`src/rtl/dtq_pkg.sv`:
```
// ----------------------------------------------------------------------------
// dtq_pkg
// Shared types, codes and default sizes for the deadline task queue.
// ----------------------------------------------------------------------------
package dtq_pkg;

	localparam int QUEUE_DEPTH_DEF = 16;
	localparam int TIME_BITS_DEF   = 32;
	localparam int ID_BITS_DEF     = 8;

	// input item kind, carried on s_tuser
	localparam logic ACT_ADD  = 1'b0;
	localparam logic ACT_TICK = 1'b1;

	typedef enum logic [2:0] {
		ST_ADDED    = 3'd0,
		ST_PAST     = 3'd1,
		ST_FULL     = 3'd2,
		ST_RELEASED = 3'd3,
		ST_NONE     = 3'd4
	} dtq_status_t;

	typedef enum logic [2:0] {
		S_IDLE,
		S_ADD_RD,
		S_ADD_CMP,
		S_TICK_RD,
		S_TICK_CMP,
		S_DONE
	} dtq_state_t;

endpackage

```
`src/rtl/dtq_ram.sv`:
```
// ----------------------------------------------------------------------------
// dtq_ram
// Simple dual-port RAM: one write port, one read port, registered read.
// ----------------------------------------------------------------------------
module dtq_ram #(
	parameter int WIDTH = 8,
	parameter int DEPTH = 16
) (
	input  logic                     clk,
	input  logic                     we,
	input  logic [$clog2(DEPTH)-1:0] waddr,
	input  logic [WIDTH-1:0]         wdata,
	input  logic                     re,
	input  logic [$clog2(DEPTH)-1:0] raddr,
	output logic [WIDTH-1:0]         rdata
);

	logic [WIDTH-1:0] mem [DEPTH];

	always_ff @(posedge clk) begin
		if (we) begin
			mem[waddr] <= wdata;
		end
		if (re) begin
			rdata <= mem[raddr];
		end
	end

endmodule

```
`src/rtl/deadline_task_queue.sv`:
```
// ----------------------------------------------------------------------------
// deadline_task_queue
// Bounded queue of task ids kept sorted by deadline (ties in arrival order),
// held as a circular sorted list in one RAM.
// ----------------------------------------------------------------------------
//
//  channel | dir | tdata (low bit up)                    | tuser   | tlast
//  --------+-----+---------------------------------------+---------+-------------
//  s_*     | in  | task_id, deadline, now_time, zero pad | action  | -
//  m_*     | out | released_id, released_deadline, pad   | status  | last result
//
//  Add: take the item; for each queued entry later than the new one, read it,
//  then compare and shift it up one slot; then read and compare once more to
//  place it (a direct write when it lands at the head); then load the result.
//  A rejected add goes straight to the result load.
//  Tick: take the item; for each released task, read the head and compare;
//  then read and compare the first entry not due (no read when the queue runs
//  empty) and load the last result, all on the RAM's single read port.
//  Reset clears the sequencer, head pointer, fill count and output valid; the
//  RAM needs no clearing, since only slots below the fill count are ever read.
//  A new item is taken whenever the sequencer is idle, even while a result
//  still waits on m_*; the sequencer waits only when it must load a result.
//
module deadline_task_queue #(
	parameter int QUEUE_DEPTH = dtq_pkg::QUEUE_DEPTH_DEF,
	parameter int TIME_BITS   = dtq_pkg::TIME_BITS_DEF,
	parameter int ID_BITS     = dtq_pkg::ID_BITS_DEF,
	localparam int IN_W  = ID_BITS + 2 * TIME_BITS,
	localparam int IN_TW = ((IN_W + 7) / 8) * 8,
	localparam int OUT_W  = ID_BITS + TIME_BITS,
	localparam int OUT_TW = ((OUT_W + 7) / 8) * 8
) (
	input  logic              clk,
	input  logic              arst_n,
	input  logic              s_tvalid,
	output logic              s_tready,
	input  logic [IN_TW-1:0]  s_tdata,   // task_id, deadline, now_time, zero pad
	input  logic              s_tuser,   // action
	output logic              m_tvalid,
	input  logic              m_tready,
	output logic [OUT_TW-1:0] m_tdata,   // released_id, released_deadline, zero pad
	output logic [2:0]        m_tuser,   // status
	output logic              m_tlast
);

	localparam int AW = $clog2(QUEUE_DEPTH);
	localparam int CW = $clog2(QUEUE_DEPTH + 1);
	localparam int EW = TIME_BITS + ID_BITS;

	// slot of logical position off, counted from the head, wrapping at depth
	function automatic logic [AW-1:0] phys(input logic [AW-1:0] base,
	                                       input logic [CW-1:0] off);
		logic [CW:0] sum;
		sum = (CW+1)'(base) + (CW+1)'(off);
		if (sum >= (CW+1)'(QUEUE_DEPTH)) begin
			sum = sum - (CW+1)'(QUEUE_DEPTH);
		end
		return sum[AW-1:0];
	endfunction

	// input unpack
	logic [ID_BITS-1:0]   in_id;
	logic [TIME_BITS-1:0] in_dl;
	logic [TIME_BITS-1:0] in_now;
	assign in_id  = s_tdata[ID_BITS-1:0];
	assign in_dl  = s_tdata[ID_BITS +: TIME_BITS];
	assign in_now = s_tdata[ID_BITS + TIME_BITS +: TIME_BITS];

	// control state
	dtq_pkg::dtq_state_t  state_q, state_d;
	logic [AW-1:0]        head_q, head_d;    // slot of the earliest entry
	logic [CW-1:0]        count_q, count_d;  // entries queued
	logic [CW-1:0]        pos_q, pos_d;      // insert scan: candidate position
	logic                 have_q, have_d;    // a due entry is held back
	dtq_pkg::dtq_status_t fin_q, fin_d;      // status of the closing result

	// held item and held release (payload)
	logic [ID_BITS-1:0]   id_q, id_d;
	logic [TIME_BITS-1:0] dl_q, dl_d;
	logic [TIME_BITS-1:0] now_q, now_d;
	logic [ID_BITS-1:0]   held_id_q, held_id_d;
	logic [TIME_BITS-1:0] held_dl_q, held_dl_d;

	// output register
	logic                 m_tvalid_q, m_tvalid_d;
	dtq_pkg::dtq_status_t m_status_q, m_status_d;
	logic [ID_BITS-1:0]   m_id_q, m_id_d;
	logic [TIME_BITS-1:0] m_dl_q, m_dl_d;
	logic                 m_last_q, m_last_d;

	// RAM port
	logic          ram_we, ram_re;
	logic [AW-1:0] ram_waddr, ram_raddr;
	logic [EW-1:0] ram_wdata, ram_rdata;
	logic [TIME_BITS-1:0] rd_dl;
	logic [ID_BITS-1:0]   rd_id;

	assign rd_dl = ram_rdata[TIME_BITS-1:0];
	assign rd_id = ram_rdata[EW-1:TIME_BITS];

	logic out_free;
	assign out_free = !m_tvalid_q || m_tready;

	dtq_ram #(
		.WIDTH (EW),
		.DEPTH (QUEUE_DEPTH)
	) u_ram (
		.clk   (clk),
		.we    (ram_we),
		.waddr (ram_waddr),
		.wdata (ram_wdata),
		.re    (ram_re),
		.raddr (ram_raddr),
		.rdata (ram_rdata)
	);

	always_ff @(posedge clk or negedge arst_n) begin
		if (!arst_n) begin
			state_q    <= dtq_pkg::S_IDLE;
			head_q     <= '0;
			count_q    <= '0;
			pos_q      <= '0;
			have_q     <= 1'b0;
			fin_q      <= dtq_pkg::ST_NONE;
			m_tvalid_q <= 1'b0;
		end else begin
			state_q    <= state_d;
			head_q     <= head_d;
			count_q    <= count_d;
			pos_q      <= pos_d;
			have_q     <= have_d;
			fin_q      <= fin_d;
			m_tvalid_q <= m_tvalid_d;
		end
	end

	always_ff @(posedge clk) begin
		id_q       <= id_d;
		dl_q       <= dl_d;
		now_q      <= now_d;
		held_id_q  <= held_id_d;
		held_dl_q  <= held_dl_d;
		m_status_q <= m_status_d;
		m_id_q     <= m_id_d;
		m_dl_q     <= m_dl_d;
		m_last_q   <= m_last_d;
	end

	always_comb begin
		state_d    = state_q;
		head_d     = head_q;
		count_d    = count_q;
		pos_d      = pos_q;
		have_d     = have_q;
		fin_d      = fin_q;
		id_d       = id_q;
		dl_d       = dl_q;
		now_d      = now_q;
		held_id_d  = held_id_q;
		held_dl_d  = held_dl_q;
		m_tvalid_d = m_tvalid_q && !m_tready;
		m_status_d = m_status_q;
		m_id_d     = m_id_q;
		m_dl_d     = m_dl_q;
		m_last_d   = m_last_q;
		ram_we     = 1'b0;
		ram_waddr  = phys(head_q, pos_q);
		ram_wdata  = {id_q, dl_q};
		ram_re     = 1'b0;
		ram_raddr  = head_q;
		s_tready   = 1'b0;

		case (state_q)
			dtq_pkg::S_IDLE: begin
				s_tready = 1'b1;
				if (s_tvalid) begin
					id_d   = in_id;
					dl_d   = in_dl;
					now_d  = in_now;
					have_d = 1'b0;
					if (s_tuser == dtq_pkg::ACT_TICK) begin
						state_d = dtq_pkg::S_TICK_RD;
					end else if (in_now > in_dl) begin
						fin_d   = dtq_pkg::ST_PAST;
						state_d = dtq_pkg::S_DONE;
					end else if (count_q == CW'(QUEUE_DEPTH)) begin
						fin_d   = dtq_pkg::ST_FULL;
						state_d = dtq_pkg::S_DONE;
					end else begin
						pos_d   = count_q;
						state_d = dtq_pkg::S_ADD_RD;
					end
				end
			end

			dtq_pkg::S_ADD_RD: begin
				if (pos_q == '0) begin
					ram_we  = 1'b1;
					count_d = count_q + CW'(1);
					fin_d   = dtq_pkg::ST_ADDED;
					state_d = dtq_pkg::S_DONE;
				end else begin
					ram_re    = 1'b1;
					ram_raddr = phys(head_q, pos_q - CW'(1));
					state_d   = dtq_pkg::S_ADD_CMP;
				end
			end

			dtq_pkg::S_ADD_CMP: begin
				ram_we = 1'b1;
				if (rd_dl > dl_q) begin
					// later entry moves up one slot, keep scanning down
					ram_wdata = ram_rdata;
					pos_d     = pos_q - CW'(1);
					state_d   = dtq_pkg::S_ADD_RD;
				end else begin
					count_d = count_q + CW'(1);
					fin_d   = dtq_pkg::ST_ADDED;
					state_d = dtq_pkg::S_DONE;
				end
			end

			dtq_pkg::S_TICK_RD: begin
				if (count_q == '0) begin
					fin_d   = have_q ? dtq_pkg::ST_RELEASED : dtq_pkg::ST_NONE;
					state_d = dtq_pkg::S_DONE;
				end else begin
					ram_re  = 1'b1;
					state_d = dtq_pkg::S_TICK_CMP;
				end
			end

			dtq_pkg::S_TICK_CMP: begin
				if (rd_dl <= now_q) begin
					// head is due: the held release is not the last one
					if (!have_q || out_free) begin
						if (have_q) begin
							m_tvalid_d = 1'b1;
							m_status_d = dtq_pkg::ST_RELEASED;
							m_id_d     = held_id_q;
							m_dl_d     = held_dl_q;
							m_last_d   = 1'b0;
						end
						held_id_d = rd_id;
						held_dl_d = rd_dl;
						have_d    = 1'b1;
						head_d    = (head_q == AW'(QUEUE_DEPTH - 1)) ? '0 : head_q + AW'(1);
						count_d   = count_q - CW'(1);
						state_d   = dtq_pkg::S_TICK_RD;
					end
				end else begin
					fin_d   = have_q ? dtq_pkg::ST_RELEASED : dtq_pkg::ST_NONE;
					state_d = dtq_pkg::S_DONE;
				end
			end

			dtq_pkg::S_DONE: begin
				if (out_free) begin
					m_tvalid_d = 1'b1;
					m_status_d = fin_q;
					m_last_d   = 1'b1;
					if (fin_q == dtq_pkg::ST_RELEASED) begin
						m_id_d = held_id_q;
						m_dl_d = held_dl_q;
					end else begin
						m_id_d = '0;
						m_dl_d = '0;
					end
					have_d  = 1'b0;
					state_d = dtq_pkg::S_IDLE;
				end
			end

			default: begin
				state_d = dtq_pkg::S_IDLE;
			end
		endcase
	end

	assign m_tvalid = m_tvalid_q;
	assign m_tuser  = m_status_q;
	assign m_tlast  = m_last_q;
	assign m_tdata  = OUT_TW'({m_dl_q, m_id_q});

`ifndef SYNTHESIS
	a_count_bound: assert property (@(posedge clk) disable iff (!arst_n)
		count_q <= CW'(QUEUE_DEPTH))
		else $error("fill count above queue depth");

	a_write_only_on_add: assert property (@(posedge clk) disable iff (!arst_n)
		ram_we |-> (state_q == dtq_pkg::S_ADD_RD || state_q == dtq_pkg::S_ADD_CMP))
		else $error("RAM written outside insert scan");

	a_pop_only_on_tick: assert property (@(posedge clk) disable iff (!arst_n)
		(count_q < $past(count_q)) |-> ($past(state_q) == dtq_pkg::S_TICK_CMP))
		else $error("entries dropped outside a tick");

	a_nonlast_is_release: assert property (@(posedge clk) disable iff (!arst_n)
		(m_tvalid_q && !m_last_q) |-> (m_status_q == dtq_pkg::ST_RELEASED))
		else $error("non-final result that is not a release");
`endif

endmodule

```
`config.mk`:
```
export PLATFORM = sky130hd
export DESIGN_NAME = deadline_task_queue
export DESIGN_NICKNAME = d
export VERILOG_FILES = /design/src/rtl/dtq_pkg.sv /design/src/rtl/dtq_ram.sv /design/src/rtl/deadline_task_queue.sv
export SDC_FILE = /design/constraint.sdc
export NUM_CORES = 1
export LEC_CHECK = 0
export BUFFER_PORTS_ARGS = -buffer_cell sky130_fd_sc_hd__clkbuf_2
export CAP_MARGIN = 15
export CORE_ASPECT_RATIO = 2
export CORE_MARGIN = 1
export CORE_UTILIZATION = 62
export CTS_CLUSTER_DIAMETER = 100
export DETAILED_ROUTE_END_ITERATION = 6
export HOLD_SLACK_MARGIN = 0.03
export PLACE_DENSITY = 0.8
export SETUP_SLACK_MARGIN = 0.5
export SLEW_MARGIN = 20
export SYNTH_ARGS = -nofsm -noshare
export SYNTH_HDL_FRONTEND = slang
export SYNTH_SLANG_ARGS = --single-unit
```
`constraint.sdc`:
```
create_clock -name clk -period 8.8 [get_ports clk]
set_clock_uncertainty 0.2 [all_clocks]
set_input_delay 1.76 -clock clk [delete_from_list [all_inputs] [get_ports clk]]
set_output_delay 1.76 -clock clk [all_outputs]
set_load 0.005 [all_outputs]
```
### After elaboration in Yosys (flattened, before gate mapping)

Memory sizes are Yosys's and may differ from the RTL's. A register that Yosys moved wholly into a read port is not among the register bits.
Cells that the tools add are included.

| cells by class | value |
|---|---|
| $add $sub $neg | 8 |
| $lt $le $gt $ge | 5 |
| equality and inequality tests | 23 |
| multiplexer cells | 79 |
| reduce and logical (&&, ||, !) cells | 22 |

Operators by type and width:

| operator | number |
|---|---|
| 32-bit two-way mux | 5 |
| 40-bit two-way mux | 2 |
| 3-bit two-way mux | 22 |
| 32-bit greater-than comparator | 2 |
| 32-bit one-hot mux with 2 select lines | 1 |
| 5-bit two-way mux | 9 |
| 8-bit two-way mux | 5 |
| 32-bit <= comparator | 1 |
| 2-bit inequality test (second input constant) | 13 |
| 4-bit two-way mux | 5 |
| 1-bit two-way mux | 19 |
| 3-bit one-hot mux with 6 select lines | 1 |
| 8-bit one-hot mux with 2 select lines | 1 |
| 3-bit one-hot mux with 5 select lines | 1 |
| 5-bit one-hot mux with 3 select lines | 1 |
| 5-bit AND reduction | 3 |
| 4-bit by 5-bit adder with 6-bit output | 2 |
| 6-bit by 5-bit >= comparator with 1-bit output (second input constant) | 2 |
| 5-bit zero test | 2 |
| 5-bit one-hot mux with 2 select lines | 1 |
| 5-bit by 1-bit subtractor with 5-bit output (second input constant) | 2 |
| 3-bit by 2-bit == test with 1-bit output (second input constant) | 3 |
| 1-bit one-hot mux with 2 select lines | 4 |
| 8-bit AND reduction | 1 |
| other kinds (20) | 29 |

| word-level totals | value |
|---|---|
| register bits after elaboration | 178 |
| memory bits (writable) | 640 |
| bits of input ports | 77 |
| output and inout port bits | 46 |
| word-level logic and storage cells | 154 |
| memories | 1 |

Memory list:

| memory | depth | bits a word | rd ports | clocked after memory_dff | write ports | RTL line | RTL |
|---|---|---|---|---|---|---|---|
| u_ram.mem | 16 | 40 | 1 | 1 | 1 | dtq_ram.sv:18 | `logic [WIDTH-1:0] mem [DEPTH];` |

### Longest topological paths before layout

| depth | value |
|---|---|
| depth after elaboration | 6 |
| depth in mapped cells | 14 |
| mapped depth without buffers | 12 |

### Hierarchy

From an unflattened synthesis, not the netlist that was laid out.

| second synthesis, totals | value |
|---|---|
| cell total of the unflattened synthesis | 1837 |
| area total of the unflattened synthesis | 35131.2 µm² |

Modules (own cells, without submodules):

| module | times used | cells an instance | area an instance (µm²) | seq. area each (µm²) |
|---|---|---|---|---|
| dtq_ram | 1 | 1040 | 25530.7 | 20419.6 |
| deadline_task_queue | 1 | 797 | 9600.5 | 5236.3 |

### Worst setup path after synthesis

No wires, ideal clock.

| path | value |
|---|---|
| path type | register to register |
| start | reg u_ram.rdata[21] (read register of u_ram.mem) |
| end | reg m_dl_q[0], enable pin |
| library setup time | 0.571 ns |
| arrival time | 6.518 ns |
| required time | 8.029 ns |
| path slack | 1.511 ns |
| stages on the path, launching flop included | 9 |
| path buffers | 0 |
| period minus slack after synthesis | 7.289 ns |
| cells stage by stage | edfxtp_1 -> ha_1 -> a21oi_1 -> nor2_1 -> a211oi_1 -> o31ai_1 -> o41ai_1 -> a31oi_1 -> nor4b_1 |

| between the ends | value |
|---|---|
| word-level cells in the longest chain between the ends | 3 |

RTL lines:

| item | RTL line | RTL |
|---|---|---|
| start: declaration | dtq_ram.sv:15 | `output logic [WIDTH-1:0] rdata` |
| 32-bit <= comparator | deadline_task_queue.sv:234 | `if (rd_dl <= now_q) begin` |
| 2-bit inequality test (no line) | n/a |  |
| 5-bit AND reduction (no line) | n/a |  |
| end signal: assignment | deadline_task_queue.sv:145 | `m_dl_q <= m_dl_d;` |
| end: declaration | deadline_task_queue.sv:88 | `logic [TIME_BITS-1:0] m_dl_q, m_dl_d;` |

No other way between the ends.
A chain may end at the register's enable or synchronous reset.

### Worst setup path after layout

| path | value |
|---|---|
| start | reg u_ram.rdata[15] (read register of u_ram.mem) |
| end | mem u_ram.mem[2][7] (netlist name), data pin |

| between the ends | value |
|---|---|
| word-level cells in the longest chain between the ends | 3 |

RTL lines:

| item | RTL line | RTL |
|---|---|---|
| 32-bit greater-than comparator | deadline_task_queue.sv:211 | `if (rd_dl > dl_q) begin` |
| 40-bit two-way mux | deadline_task_queue.sv:211 |  |
| 40-bit two-way mux | deadline_task_queue.sv:173 | `case (state_q)` |
| net ram_wdata[7] | deadline_task_queue.sv:94 | `logic [EW-1:0] ram_wdata, ram_rdata;` |
| end: declaration | dtq_ram.sv:18 |  |

The timed path passes the listed nets, and every way through them passes these cells.

==> results.py <==
metrics = {
    "pwr": {
        "finalPower_mw": 14.9,
        "seq_power_share_pct": 39.3,
        "power_switching_mw": 5.10,
        "p_leak_nw": 13.7,
        "ir_drop_mv": 0.536,
        "combPwrFrac_pct": 39.0,
        "p_sw_share_pct": 34.1,
        "p_per_area_nw_per_um2": 379,
        "p_int_mw": 9.84,
        "pwr-share-clk_pct": 21.7,
    },
    "clock_tree": {
        "cts_resized": 0,
        "postCtsSetupRepairBufs": 0,
        "cts_hold_buf": 0,
        "h-tree-depth": 3,
        "cts_inserted_buffers": 70,
        "clock-sinks": 858,
        "clk-insertion-delay-late_ps": 620,
        "path_clk_slew_ps": 70,
        "clock-root-buffer": "clkbuf_16",
        "tritoncts": "built",
        "clk_path_buf_depth": 3,
    },
    "routing": {
        "drc": 0,
        "ant_nets": 0,
        "viasPerCell": 6.48,
        "drtIter0Drc": 1903,
        "vias": 18700,
        "wire_per_inst_um": 27.9,
        "dr.pass1.iters": 5,
        "totalWireLength_um": 80500,
    },
    "global_routing": {
        "grt_util_met1_pct": 34.4,
        "grt_usage_pct": 28.8,
        "grt_pass1_wl_um": 118000,
        "grt_max_degree": 161,
        "use_met2_pct": 49.4,
        "antenna_found_initial": 1,
        "grt.overflow.total": 0,
        "grt_pass1_vias": 19800,
        "grt-busiest-layer": "met2",
        "met3_usage_pct": 4.24,
    },
    "logic_synthesis": {
        "yosys.area.top_type": "edfxtp_1",
        "netlist.area_leader.share_pct": 71.4,
        "yosys_warnings": 0,
        "ys_seq_area_share_pct": 73.0,
        "synth_ff_type": "edfxtp_1",
        "synthArstFlopShare_pct": 2.56,
        "syn-num-nets": 2083,
        "synth_area_leaders": "edfxtp_1 71%, mux4_2 10%, ha_1 3.8%",
        "synthCells": 1896,
        "ys_seq_elements": 858,
        "syn_area_um2": 35200,
        "synth_enable_flop_cells": 836,
        "synth_area_per_cell_um2": 18.5,
        "synth_cell_types": 62,
    },
    "run_status": {
        "status": "complete, no violations",
    },
    "sta": {
        "fin_crit_sh_pct": 55.7,
        "worst_pin_slew_ps": 1180,
        "hold_viol_final": 0,
        "drv_slew": 0,
        "setup_viol": 0,
        "slew_headroom_pct": 19.2,
        "min_period_ps": 4900,
        "timing.fmax_ghz": 0.204,
        "rsz0062_at_grt": "false",
        "tns_ps": 0,
    },
    "place": {
        "dp_hpwl_um": 44300,
        "gp_congestion": 0.855,
        "port_buffers": 122,
        "placed_cells": 2754,
    },
    "die": {
        "io-pin-count": 123,
        "num_rows": 123,
        "die_w_um": 170,
        "dieArea_um2": 57700,
        "core-area_um2": 56200,
        "die_h_um": 339,
        "start_util_pct": 62.6,
    },
    "run": {
        "cap_violations": 0,
    },
    "setup_path": {
        "crit_type": "reg -> reg",
        "crit_arrival_ps": 4950,
        "cp_data_required_time_ps": 8850,
        "rr_worst_depth": 10,
        "crit_fanout": 38,
        "end_kind": "register",
        "cp-start-kind": "register",
    },
    "layout": {
        "drive_above_1_share_pct": 23.2,
        "layout.nets": 2265,
        "regArea_um2": 25700,
        "multi_input_area_um2": 8890,
        "nFillCells": 3321,
        "area_growth_syn_to_layout_pct": 12.0,
        "stdcell_count": 2882,
    },
    "hold_path": {
        "hold_path_class": "reg -> reg",
        "hold_depth": 0,
    },
}
[path summary, 6_finish.rpt]
path / from / endpoint / slack [ps]
max: u_ram.rdata[15]$_DFFE_PP_ / u_ram.mem[2][7]$_DFFE_PP_ / 3900
min: u_ram.rdata[33]$_DFFE_PP_ / held_id_q[1]$_DFFE_PP_ / 250
max reg2reg: u_ram.rdata[15]$_DFFE_PP_ / u_ram.mem[2][7]$_DFFE_PP_ / 3900
min reg2reg: u_ram.rdata[33]$_DFFE_PP_ / held_id_q[1]$_DFFE_PP_ / 250
max in group asynchronous: arst_n / head_q[0]$_DFFE_PN0P_ / 7040
min in group asynchronous: arst_n / count_q[4]$_DFFE_PN0P_ / 960
[metal layers]
metal	share of wire [%]	up-vias	wire length (µm)
met1	35	9486	28400
met4	5.8	0	4700
met2	52	1046	41800
met5	0	-	0
met3	6.9	268	5540
li1	-	7879	-
[worst max-delay path, stage by stage, from the launching register on]
cell	delay [ps]
edfxtp_1	500
ha_1	360
nand4_1	170
nor4_1	570
o21ai_0	240
o211ai_1	230
a21oi_1	200
nor2_4	760
buf_4	560
nand2_1	120
o21ai_1	590
[cell usage after synthesis (all sizes together), types with 43 or more instances]
master / instances
edfxtp: 836
mux4: 160
inv: 108
ha: 107
a21oi: 81
nand2: 66
o21ai: 55
mux2i: 48
nor2b: 48
nor2: 44
a211oi: 43
and2: 43
[per-stage QoR]
step,utilization [%],hold WS (ps),instance area (µm²),setup slack (ps)
final,70.1,250,39400,3900
after global routing,70.1,271,39400,3600
after CTS,70.0,253,39300,3590
after detailed placement,65.8,238,37000,3670
after global placement,65.8,232,37000,3790
after floorplan,-,220,35200,1510
[layout make-up]
type | count | share of cell area [%]
diodes | 1 | 0.00635
clock buffers | 81 | 4.71
clock inverters | 44 | 1.24
inverters | 108 | 1.03
multi-input cells | 856 | 22.6
flip-flops and latches | 858 | 65.1
well taps | 750 | 2.38
repair buffers | 184 | 2.90
[sequential cells by signal, summed over array words and instances (netlist names)]
| signal | flops |
|---|---|
| m_tuser | 3 |
| id_q | 8 |
| count_q | 5 |
| head_q | 4 |
| state_q | 3 |
| held_id_q | 8 |
| m_id_q | 8 |
| pos_q | 5 |
| m_dl_q | 32 |
| dl_q | 32 |
| now_q | 32 |
| held_dl_q | 32 |
| u_ram.rdata | 40 |
| m_tlast | 1 |
| u_ram.mem | 640 |
| fin_q | 3 |
| have_q | 1 |
| m_tvalid | 1 |
[power groups by stage]
stage | logic, mW | clock network [mW] | registers [mW]
4_1_cts | 5.81 | 3.27 | 5.87
6_report | 5.83 | 3.24 | 5.87
5_1_grt | 6.23 | 3.41 | 5.91
2_1_floorplan | 4.24 | 0 | 5.82
3_3_place_gp | 5.50 | 0 | 5.91
3_5_place_dp | 5.70 | 0 | 5.94
[kinds of logic (layout without fill, tap and decap cells)]
group                    Yosys count  count (layout)  share of synthesized area (%)
flip-flops                       858             858                           73.0
AND/OR/NAND/NOR                  269             269                           4.04
AO/OA/AOI/OAI                    237             237                           4.15
multiplexers                     224             224                           12.2
buffers and inverters            182             417                           2.31
adder cells (fa/ha/maj)          110             110                           3.98
XOR/XNOR                          16              16                          0.398
other                              0               1                              0
[cell usage in the layout (no fill, tap or decap), drive strengths merged, types with 4 or more instances in the layout]
| cell type | Yosys | final |
|---|---|---|
| nor3 | 5 | 5 |
| and4 | 7 | 7 |
| a21oi | 81 | 81 |
| ha | 107 | 107 |
| nand3 | 16 | 16 |
| mux4 | 160 | 160 |
| bufinv | 0 | 10 |
| xnor2 | 12 | 12 |
| o21ai | 55 | 55 |
| nor2b | 48 | 48 |
| and2 | 43 | 43 |
| clkinv | 0 | 26 |
| a211oi | 43 | 43 |
| mux2 | 16 | 16 |
| dfrtp | 21 | 21 |
| mux2i | 48 | 48 |
| nor4 | 5 | 5 |
| nor2 | 44 | 44 |
| buf | 39 | 61 |
| xor2 | 4 | 4 |
| nand2 | 66 | 66 |
| nand4 | 18 | 18 |
| a21o | 24 | 24 |
| inv | 108 | 113 |
| clkbuf | 35 | 203 |
| edfxtp | 836 | 836 |
No activity file was read; power rests on OpenSTA's default activity.
